## src/hdl/brl_pkg.sv

```systemverilog
// shared types and constants of the line rasterizer
`default_nettype none
package brl_pkg;

  localparam int COORD_BITS_DEF = 6;
  localparam int COLOR_BITS = 24;
  localparam logic [COLOR_BITS-1:0] LINE_COLOR_RST = 24'hFFFFFF;

  typedef enum logic {
    ST_IDLE,
    ST_RUN
  } brl_state_t;

  typedef struct packed {
    logic load;
    logic emit;
  } brl_cmd_t;

  typedef struct packed {
    logic zero_len;
    logic last_step;
    logic out_free;
  } brl_status_t;

endpackage
`default_nettype wire

```

## src/hdl/brl_ctrl.sv

```systemverilog
// controller state machine of the line rasterizer
`default_nettype none
module brl_ctrl (
  input  wire                  clk,
  input  wire                  rst_n,
  input  wire                  in_tvalid,
  output logic                 in_tready,
  input  brl_pkg::brl_status_t status,
  output brl_pkg::brl_cmd_t    cmd
);
  import brl_pkg::*;

  brl_state_t state_r;
  brl_state_t state_nxt;

  always_ff @(posedge clk) begin
    if (!rst_n) begin
      state_r <= ST_IDLE;
    end else begin
      state_r <= state_nxt;
    end
  end

  always_comb begin
    state_nxt = state_r;
    in_tready = 1'b0;
    cmd = '0;
    case (state_r)
      ST_IDLE: begin
        in_tready = 1'b1;
        if (in_tvalid) begin
          cmd.load = 1'b1;
          if (!status.zero_len) begin
            state_nxt = ST_RUN;
          end
        end
      end
      ST_RUN: begin
        if (status.out_free) begin
          cmd.emit = 1'b1;
          if (status.last_step) begin
            state_nxt = ST_IDLE;
          end
        end
      end
      default: begin
        state_nxt = ST_IDLE;
      end
    endcase
  end

endmodule
`default_nettype wire

```

## src/hdl/brl_datapath.sv

```systemverilog
// stepping datapath and output register of the line rasterizer
`default_nettype none
module brl_datapath #(
  parameter int COORD_BITS = brl_pkg::COORD_BITS_DEF
) (
  input  wire                             clk,
  input  wire                             rst_n,
  input  wire                             cfg_wr_en,
  input  wire  [brl_pkg::COLOR_BITS-1:0]  cfg_wr_data,
  input  wire  [COORD_BITS-1:0]           start_x,
  input  wire  [COORD_BITS-1:0]           start_y,
  input  wire  [COORD_BITS-1:0]           end_x,
  input  wire  [COORD_BITS-1:0]           end_y,
  input  brl_pkg::brl_cmd_t               cmd,
  output brl_pkg::brl_status_t            status,
  input  wire                             out_tready,
  output logic                            out_valid,
  output logic [COORD_BITS-1:0]           pixel_x,
  output logic [COORD_BITS-1:0]           pixel_y,
  output logic [brl_pkg::COLOR_BITS-1:0]  pixel_color,
  output logic                            last_pixel
);
  import brl_pkg::*;

  localparam int EW = COORD_BITS + 3;

  logic [COLOR_BITS-1:0] line_color_r;
  logic [COORD_BITS-1:0] cur_x_r;
  logic [COORD_BITS-1:0] cur_y_r;
  logic signed [EW-1:0]  err_r;
  logic [COORD_BITS-1:0] maj_r;
  logic [COORD_BITS-1:0] min_r;
  logic [COORD_BITS-1:0] steps_r;
  logic                  sxn_r;
  logic                  syn_r;
  logic                  swp_r;
  logic                  out_valid_r;
  logic [COORD_BITS-1:0] out_x_r;
  logic [COORD_BITS-1:0] out_y_r;
  logic [COLOR_BITS-1:0] out_color_r;
  logic                  out_last_r;

  logic [COORD_BITS-1:0] dx;
  logic [COORD_BITS-1:0] dy;
  logic                  swp_in;
  logic [COORD_BITS-1:0] maj_in;
  logic [COORD_BITS-1:0] min_in;
  logic signed [EW-1:0]  err_init;
  logic                  err_ge;
  logic signed [EW-1:0]  err_a;
  logic signed [EW-1:0]  err_nxt;
  logic                  step_x;
  logic                  step_y;
  logic [COORD_BITS-1:0] x_nxt;
  logic [COORD_BITS-1:0] y_nxt;

  // segment setup
  always_comb begin
    dx = (end_x >= start_x) ? (end_x - start_x) : (start_x - end_x);
    dy = (end_y >= start_y) ? (end_y - start_y) : (start_y - end_y);
    swp_in = dy > dx;
    maj_in = swp_in ? dy : dx;
    min_in = swp_in ? dx : dy;
    err_init = $signed({2'b00, min_in, 1'b0}) - $signed({3'b000, maj_in});
  end

  // one bresenham step
  always_comb begin
    err_ge = !err_r[EW-1];
    err_a = err_ge ? (err_r - $signed({2'b00, maj_r, 1'b0})) : err_r;
    err_nxt = err_a + $signed({2'b00, min_r, 1'b0});
    step_x = swp_r ? err_ge : 1'b1;
    step_y = swp_r ? 1'b1 : err_ge;
    x_nxt = step_x ? (sxn_r ? cur_x_r - 1'b1 : cur_x_r + 1'b1) : cur_x_r;
    y_nxt = step_y ? (syn_r ? cur_y_r - 1'b1 : cur_y_r + 1'b1) : cur_y_r;
  end

  always_ff @(posedge clk) begin
    if (!rst_n) begin
      line_color_r <= LINE_COLOR_RST;
      out_valid_r <= 1'b0;
    end else begin
      if (cfg_wr_en) begin
        line_color_r <= cfg_wr_data;
      end
      if (cmd.emit) begin
        out_valid_r <= 1'b1;
      end else if (out_tready) begin
        out_valid_r <= 1'b0;
      end
    end
  end

  always_ff @(posedge clk) begin
    if (cmd.load) begin
      cur_x_r <= start_x;
      cur_y_r <= start_y;
      err_r <= err_init;
      maj_r <= maj_in;
      min_r <= min_in;
      steps_r <= maj_in;
      sxn_r <= end_x < start_x;
      syn_r <= end_y < start_y;
      swp_r <= swp_in;
    end else if (cmd.emit) begin
      cur_x_r <= x_nxt;
      cur_y_r <= y_nxt;
      err_r <= err_nxt;
      steps_r <= steps_r - 1'b1;
    end
    if (cmd.emit) begin
      out_x_r <= cur_x_r;
      out_y_r <= cur_y_r;
      out_color_r <= line_color_r;
      out_last_r <= (steps_r == COORD_BITS'(1));
    end
  end

  assign status.zero_len = (start_x == end_x) && (start_y == end_y);
  assign status.last_step = (steps_r == COORD_BITS'(1));
  assign status.out_free = !out_valid_r || out_tready;

  assign out_valid = out_valid_r;
  assign pixel_x = out_x_r;
  assign pixel_y = out_y_r;
  assign pixel_color = out_color_r;
  assign last_pixel = out_last_r;

endmodule
`default_nettype wire

```

## src/hdl/bresenham_line_rasterizer.sv

```systemverilog
// top level of the bresenham line rasterizer
// a segment of n pixels occupies the input side for its setup cycle and then one pixel per
// cycle from the shared stepping unit; a zero-length segment takes only the setup cycle;
// after setup each step writes the output register; output stalls pause stepping
// synchronous active-low reset returns to idle, empties the output and sets color to white
`default_nettype none
module bresenham_line_rasterizer #(
  parameter int COORD_BITS = brl_pkg::COORD_BITS_DEF
) (
  input  wire                                clk,
  input  wire                                rst_n,
  input  wire                                cfg_wr_en,
  input  wire  [brl_pkg::COLOR_BITS-1:0]     cfg_wr_data,
  input  wire                                in_tvalid,
  output logic                               in_tready,
  // start_x, start_y, end_x, end_y
  input  wire  [((4*COORD_BITS+7)/8)*8-1:0]  in_tdata,
  output logic                               out_tvalid,
  input  wire                                out_tready,
  // pixel_x, pixel_y, pixel_color
  output logic [((2*COORD_BITS+brl_pkg::COLOR_BITS+7)/8)*8-1:0] out_tdata,
  output logic                               out_tlast
);
  import brl_pkg::*;

  localparam int OUT_DW = ((2*COORD_BITS+COLOR_BITS+7)/8)*8;

  brl_cmd_t              cmd;
  brl_status_t           status;
  logic [COORD_BITS-1:0] pixel_x;
  logic [COORD_BITS-1:0] pixel_y;
  logic [COLOR_BITS-1:0] pixel_color;

  brl_ctrl u_ctrl (
    .clk       (clk),
    .rst_n     (rst_n),
    .in_tvalid (in_tvalid),
    .in_tready (in_tready),
    .status    (status),
    .cmd       (cmd)
  );

  brl_datapath #(
    .COORD_BITS (COORD_BITS)
  ) u_dp (
    .clk         (clk),
    .rst_n       (rst_n),
    .cfg_wr_en   (cfg_wr_en),
    .cfg_wr_data (cfg_wr_data),
    .start_x     (in_tdata[COORD_BITS-1:0]),
    .start_y     (in_tdata[2*COORD_BITS-1:COORD_BITS]),
    .end_x       (in_tdata[3*COORD_BITS-1:2*COORD_BITS]),
    .end_y       (in_tdata[4*COORD_BITS-1:3*COORD_BITS]),
    .cmd         (cmd),
    .status      (status),
    .out_tready  (out_tready),
    .out_valid   (out_tvalid),
    .pixel_x     (pixel_x),
    .pixel_y     (pixel_y),
    .pixel_color (pixel_color),
    .last_pixel  (out_tlast)
  );

  assign out_tdata = OUT_DW'({pixel_color, pixel_y, pixel_x});

endmodule
`default_nettype wire

```

## config.mk

```make
export PLATFORM = sky130hd
export DESIGN_NAME = bresenham_line_rasterizer
export DESIGN_NICKNAME = d
export VERILOG_FILES = /design/src/hdl/brl_pkg.sv /design/src/hdl/brl_ctrl.sv /design/src/hdl/brl_datapath.sv /design/src/hdl/bresenham_line_rasterizer.sv
export SDC_FILE = /design/constraint.sdc
export NUM_CORES = 1
export LEC_CHECK = 0
export BUFFER_PORTS_ARGS = -buffer_cell sky130_fd_sc_hd__buf_4
export CAP_MARGIN = 25
export CORE_MARGIN = 5
export CORE_UTILIZATION = 42
export CTS_CLUSTER_DIAMETER = 30
export CTS_CLUSTER_SIZE = 12
export DETAILED_ROUTE_END_ITERATION = 7
export SYNTH_ARGS = -nofsm -noshare
export SYNTH_HDL_FRONTEND = slang
export SYNTH_HIERARCHICAL = 1
export SYNTH_SLANG_ARGS = --single-unit
```

## constraint.sdc

```tcl
create_clock -name clk -period 8.06 [get_ports clk]
set_input_delay 1.209 -clock clk [delete_from_list [all_inputs] [get_ports clk]]
set_output_delay 1.209 -clock clk [all_outputs]
set_load 0.02 [all_outputs]
```

Word-level counts from Yosys, hierarchy flattened --
Cells that the tools add are included. W data, S select, Z words.
Cells by class: equality and inequality tests 3, div/mod/pow operators 0, multipliers 0, add/subtract/negate cells 12, bitwise logic cells 1, $lt $le $gt $ge 5, reductions and logical operators 10, shift-type cells 0, multiplexer cells 31
Operators by type and width (number):
- $mux W6 | 14
- $mux W9 | 3
- $sub A6 B6 Y6 | 4
- $sub A6 B1 Y6 const B | 3
- $mux W1 | 13
- $add A6 B1 Y6 const B | 2
- $eq A6 B6 Y1 | 2
- $ge A6 B6 Y1 | 2
- $lt A6 B6 Y1 | 2
- $add A9 B8 Y9 | 1
- $sub A9 B8 Y9 | 1
- $reduce_bool A2 Y1 | 4
- $sub A7 B6 Y8 | 1
- $eq A6 B1 Y1 const B | 1
- $gt A6 B6 Y1 | 1
- $reduce_and A2 Y1 | 2
- $logic_not A1 Y1 | 2
- $pmux W1 S2 | 1
- $logic_and A1 B1 Y1 | 1
- $logic_or A1 B1 Y1 | 1
- $not A1 Y1 | 1
Storage, ports and cells: RAM bits 0, word-level logic and storage cells 78, ROM bits 0, bits in registers 105, memories 0, output and inout bits 43, latch bits 0, bits of input ports 53

Longest topological paths before layout --
word-level depth 6, gate-level depth with buffers 27, mapped depth without buffers 25

Cells and area by module --
Netlist, hierarchy kept.
By module, submodules not included:
- brl_datapath | instances 1, area each 6110.9 sq um, cells each 543, sequential area each 2842.7 sq um
- brl_ctrl | instances 1, area each 57.6 sq um, cells each 7, sequential area each 20.0 sq um
- bresenham_line_rasterizer | instances 1, area each 33.8 sq um, cells each 5, sequential area each 0.0 sq um

Least setup slack after synthesis --
Ideal clock, no wire load.
path kind input to register, from in in_tdata[12], to reg u_dp.err_r[6] (data pin), library setup time 0.271 ns, buffers on the path 2, arrival 5.866 ns, required time 7.789 ns, stages 27, path slack 1.922 ns, cells stage by stage inv_1 > ha_1 > inv_1 > fa_1 > a21o_1 > a221oi_2 > nand2_2 > mux2i_1 > o221ai_1 > xor2_1 > inv_1 > ha_1 > a21oi_1 > a21boi_0 > o32a_2 > clkbuf_8 > clkbuf_1 > mux2i_1 > inv_1 > fa_1 > nor2b_1 > o21ai_0 > a21boi_0 > o21a_1 > nor2_1 > nand2_1 > o221ai_1
On the way: word-level cells in the longest chain between the ends 6, elaborated cells between the ends (all ways) 9, classes of those cells add/sub: 3; order compare: 2; mux: 4
Ends and longest elaborated chain:
- start, declared | RTL line bresenham_line_rasterizer.sv:17 | input wire [((4*COORD_BITS+7)/8)*8-1:0] in_tdata,
- $sub A6 B6 Y6 / $ge A6 B6 Y1 (equally long branches) | RTL line brl_datapath.sv:59 | dx = (end_x >= start_x) ? (end_x - start_x) : (start_x - end_x);
- $mux W6 (*) | RTL line brl_datapath.sv:59
- $gt A6 B6 Y1 (*) | RTL line brl_datapath.sv:61 | swp_in = dy > dx;
- via u_dp.swp_in | RTL line brl_datapath.sv:45 | logic swp_in;
- $mux W6 (*) | RTL line brl_datapath.sv:63 | min_in = swp_in ? dx : dy;
- via u_dp.min_in[0] | RTL line brl_datapath.sv:47 | logic [COORD_BITS-1:0] min_in;
- $sub A7 B6 Y8 (*) | RTL line brl_datapath.sv:64 | err_init = $signed({2'b00, min_in, 1'b0}) - $signed({3'b000, maj_in});
- $mux W9 (*) | RTL line brl_datapath.sv:95 | if (cmd.load) begin
- end signal, assigned | RTL line brl_datapath.sv:98 | err_r <= err_init;
- end signal, assigned | RTL line brl_datapath.sv:108 | err_r <= err_nxt;
- end, declared | RTL line brl_datapath.sv:30 | logic signed [EW-1:0] err_r;
Mark *: on every way through the listed nets, which the timed path passes. The rest lies on a longest branch. A chain may end at the register's enable or synchronous reset.

Final worst setup path --
from in in_tdata[12], to reg u_dp.err_r[7] (data pin)
On the way: word-level cells in the longest chain between the ends 6, elaborated cells between the ends (all ways) 9, classes of those cells add/sub: 3; order compare: 2; mux: 4
Ends and longest elaborated chain:
- $sub A6 B6 Y6 / $ge A6 B6 Y1 (equally long branches) | RTL line brl_datapath.sv:59
- $mux W6 (*) | RTL line brl_datapath.sv:59
- $gt A6 B6 Y1 | RTL line brl_datapath.sv:61
- $mux W6 (*) | RTL line brl_datapath.sv:62 | maj_in = swp_in ? dy : dx;
- via u_dp.maj_in[1] | RTL line brl_datapath.sv:46 | logic [COORD_BITS-1:0] maj_in;
- $sub A7 B6 Y8 (*) | RTL line brl_datapath.sv:64
- $mux W9 (*) | RTL line brl_datapath.sv:95
Marks and branches as above.

==> flow_summary_export.csv <==
group,metric,value,unit
drt,drtIter0Drc,181,
sta,hold_violations,0,
setup_path,path_cells,"buf_4 > inv_1 > ha_1 > inv_1 > fa_1 > a21o_1 > a221oi_2 > nand2_2 > mux2i_1 > o221ai_1 > xor2_1 > inv_1 > ha_1 > a21oi_1 > a21boi_0 > o32a_2 > mux2i_1 > inv_1 > ha_1 > nand3_1 > mux2_2 > a31oi_1 > and2_2 > o32ai_1",
drt,viasPerCell,5.04,
power,total_power,2380,µW
placement,pre_cts_slack,1.48,ns
power,p_per_area,326,nW/µm²
sta,rsz0062_at_grt,"no",
clocking,post_cts_resized,0,
setup_path,cp_max_fo,22,
setup_path,reg2reg_depth,13,
synthesis,synth-seq-cells,104,
worst_hold_path,hold_class,"flip-flop to flip-flop",
floorplanning,core_area,14500,µm²
floorplanning,placementRows,44,
drt,wl,12.6,mm
layout,final_net_count,757,
synthesis,netlist_instances,555,
drt,vias,4177,
floorplanning,io_pins,96,
sta,period_share,0.776,
setup_path,cp_num_buf_inv,5,
floorplanning,die_w,132,µm
layout,area_growth_syn_to_layout,17.9,%
sta,tns,0,ns
sta,layout_setup_ws,1.80,ns
setup_path,cp-start-kind,"input port",
clocking,cts_buffers,9,
setup_path,worst_path_most_repeated_cell,"inv_1",
setup_path,path_class,"input port to flip-flop",
sta,finalClockSkew,0.00715,ns
synthesis,synth_area_per_cell,11.2,µm²
drt,drc,0,
drt,firstDrtPassIters,4,
synthesis,yosysUniqueCellTypes,57,
clocking,root_buffer,"clkbuf_16",
power,p_sw,876,µW
status,run_status,"complete, no violations",
power,switching_share,0.367,
clocking,post_cts_buffers,0,
synthesis,synthFlopType,"edfxtp_1",
setup_path,cp.depth,24,
sta,relSlewSlack,0.343,
setup_path,required,8.12,ns
global_route,antenna_found_initial,0,
synthesis,synth_area_leaders,"edfxtp_1, ha_1, dfxtp_1",
layout,antenna_cells,0,
global_route,grt_max_degree,67,
sta,fmax,160,MHz
layout,fin_area,7310,µm²
floorplanning,dieArea,17300,µm²
sta,fin_crit,6.26,ns
clocking,ctsHoldBuffers,0,
layout,layout-drive-gt1-share,0.203,
flow_run,maxCapViolCount,0,
power,vdd_ir_drop_max,0.166,mV
global_route,grt_overflow,0,
global_route,grt_pass1_wl,21.0,mm
setup_path,slowest_stage,"o32a_2",
placement,portBuffers,91,
floorplanning,die_height,132,µm
placement,place_hpwl,9.60,mm
setup_path,crit_path_end,"u_dp/err_r[7]$_DFFE_PP_",
clocking,cts_tree,"yes",
clocking,path_clk_slew,0.07,ns
floorplanning,start_util,0.427,
setup_path,end_kind,"flip-flop",
clocking,clk_latency,0.34,ns
synthesis,synth-seq-area-share,0.462,
power,p_leak,0.00327,µW
sta,setup_viol,0,
setup_path,reg2reg_from,"u_dp/err_r[1]$_DFFE_PP_",
clocking,cts_sinks,104,
synthesis,yosysTopAreaCell,"edfxtp_1",
power,p_comb_frac,0.479,
power,pwr-share-seq,0.334,
synthesis,syn_area,6200,µm²
setup_path,arrival,6.31,ns
synthesis,synth_common_cells,"edfxtp_1, inv_1, ha_1, nand2_1, mux2i_1",
placement,place_area,7010,µm²
synthesis,synth_warnings,6,
synthesis,async_reset_ff_frac,0,
synthesis,synth_top_area_share,0.378,
sta,final_max_slew_viol_count,0,
synthesis,synth_edf_count,78,
setup_path,cp_slowest_stage_delay,0.56,ns
placement,gp_congestion,0.824,
sta,hold-worst-slack,0.428,ns
power,internal_power,1510,µW
setup_path,startpoint,"in_tdata[12]",
drt,final_antenna_net_count,0,
setup_path,reg2reg_setup_slack,4.99,ns
clocking,h-tree-depth,3,
synthesis,yosysMostFrequentCell,"edfxtp_1",
drt,wl_per_cell,15.2,µm
setup_path,crit_family,"compound AO/OA/AOI/OAI gates",
clocking,cts.path.max_buffers,2,
global_route,globalRouteTotalUtil,0.146,
setup_path,r2r-end,"u_dp/err_r[8]$_DFFE_PP_",
sta,worst_pin_slew,0.986,ns
global_route,grt_pass1_vias,4321,
power,power_frac_clock,0.187,
-- power by group through the flow --
stage          Clock [µW]  Combinational, µW  Sequential, µW
5_1_grt               478               1290             809
3_5_place_dp            0               1140             809
6_report              446               1140             797
4_1_cts               458               1150             797
2_1_floorplan           0                899             800
3_3_place_gp            0               1110             806
-- metal layers --
metal,global-route usage,share of wire
met1,0.182,0.45
met2,0.244,0.48
met4,0.0451,0.016
met5,0,0
met3,0.0447,0.061
-- stage by stage --
step            util  cells
6_report       0.503    829
4_1_cts        0.503    829
5_1_grt        0.503    829
2_1_floorplan      -    558
3_5_place_dp   0.482    813
3_3_place_gp   0.482    813
-- registers in the layout (all words and copies together) (netlist names) --
register and flops:
u_dp/cur_y_r 6, u_dp/pixel_color 24, u_dp/sxn_r 1, u_dp/cur_x_r 6, u_dp/out_valid 1, u_dp/last_pixel 1
u_dp/steps_r 6, u_dp/pixel_y 6, u_dp/err_r 8, u_dp/syn_r 1, u_dp/line_color_r 24, u_dp/swp_r 1
u_dp/maj_r 6, u_dp/min_r 6, u_dp/pixel_x 6, u_ctrl/state_r 1
-- final cells by class --
cell class | instances | area, µm²
timing repair buffer | 92 | 691
multi-input combinational | 364 | 2960
clock buffer | 10 | 229
tap | 184 | 230
inverter | 69 | 259
sequential | 104 | 2860
fill | 1322 | 7220
clock inverter | 6 | 73.8
-- how the worst min path moves through the flow --
| stage | end | startpoint | cells after the start | slack (ns) |
|---|---|---|---|---|
| after global placement | u_dp/pixel_color[18]$_DFFE_PP_ | u_dp/line_color_r[18]$_SDFFE_PN1P_ | 0 | 0.41 |
| after floorplan | u_dp/pixel_color[0]$_DFFE_PP_ | u_dp/line_color_r[0]$_SDFFE_PN1P_ | 0 | 0.41 |
| after global routing | u_dp/pixel_color[8]$_DFFE_PP_ | u_dp/line_color_r[8]$_SDFFE_PN1P_ | 0 | 0.44 |
| after detailed placement | u_dp/pixel_color[10]$_DFFE_PP_ | u_dp/line_color_r[10]$_SDFFE_PN1P_ | 0 | 0.41 |
| after CTS | u_dp/pixel_color[10]$_DFFE_PP_ | u_dp/line_color_r[10]$_SDFFE_PN1P_ | 0 | 0.43 |
| final | u_dp/pixel_color[15]$_DFFE_PP_ | u_dp/line_color_r[15]$_SDFFE_PN1P_ | 0 | 0.43 |
-- cells by family after synthesis --
logic type                 count (synthesis)  synth area share
and+or+nand+nor                          105            0.0801
xor gates and xnor gates                  33            0.0466
buffers and inverters                     90            0.0637
AOI/OAI and AO/OA                         99             0.106
other                                      1          0.000605
adders and majority gates                 64             0.140
DFF                                      104             0.462
muxes                                     59             0.101
-- cells in the final DEF (no fill, tap or decap), drive strengths merged, types with 14 or more instances in the layout --
cell type  instances
ha                55
xnor2             23
dfxtp             26
nand2             52
mux2i             49
nor2              16
inv               73
edfxtp            78
a21oi             28
buf               92
a21o              14
o21ai             23
Note: power is estimated with default switching activity, not from simulation.
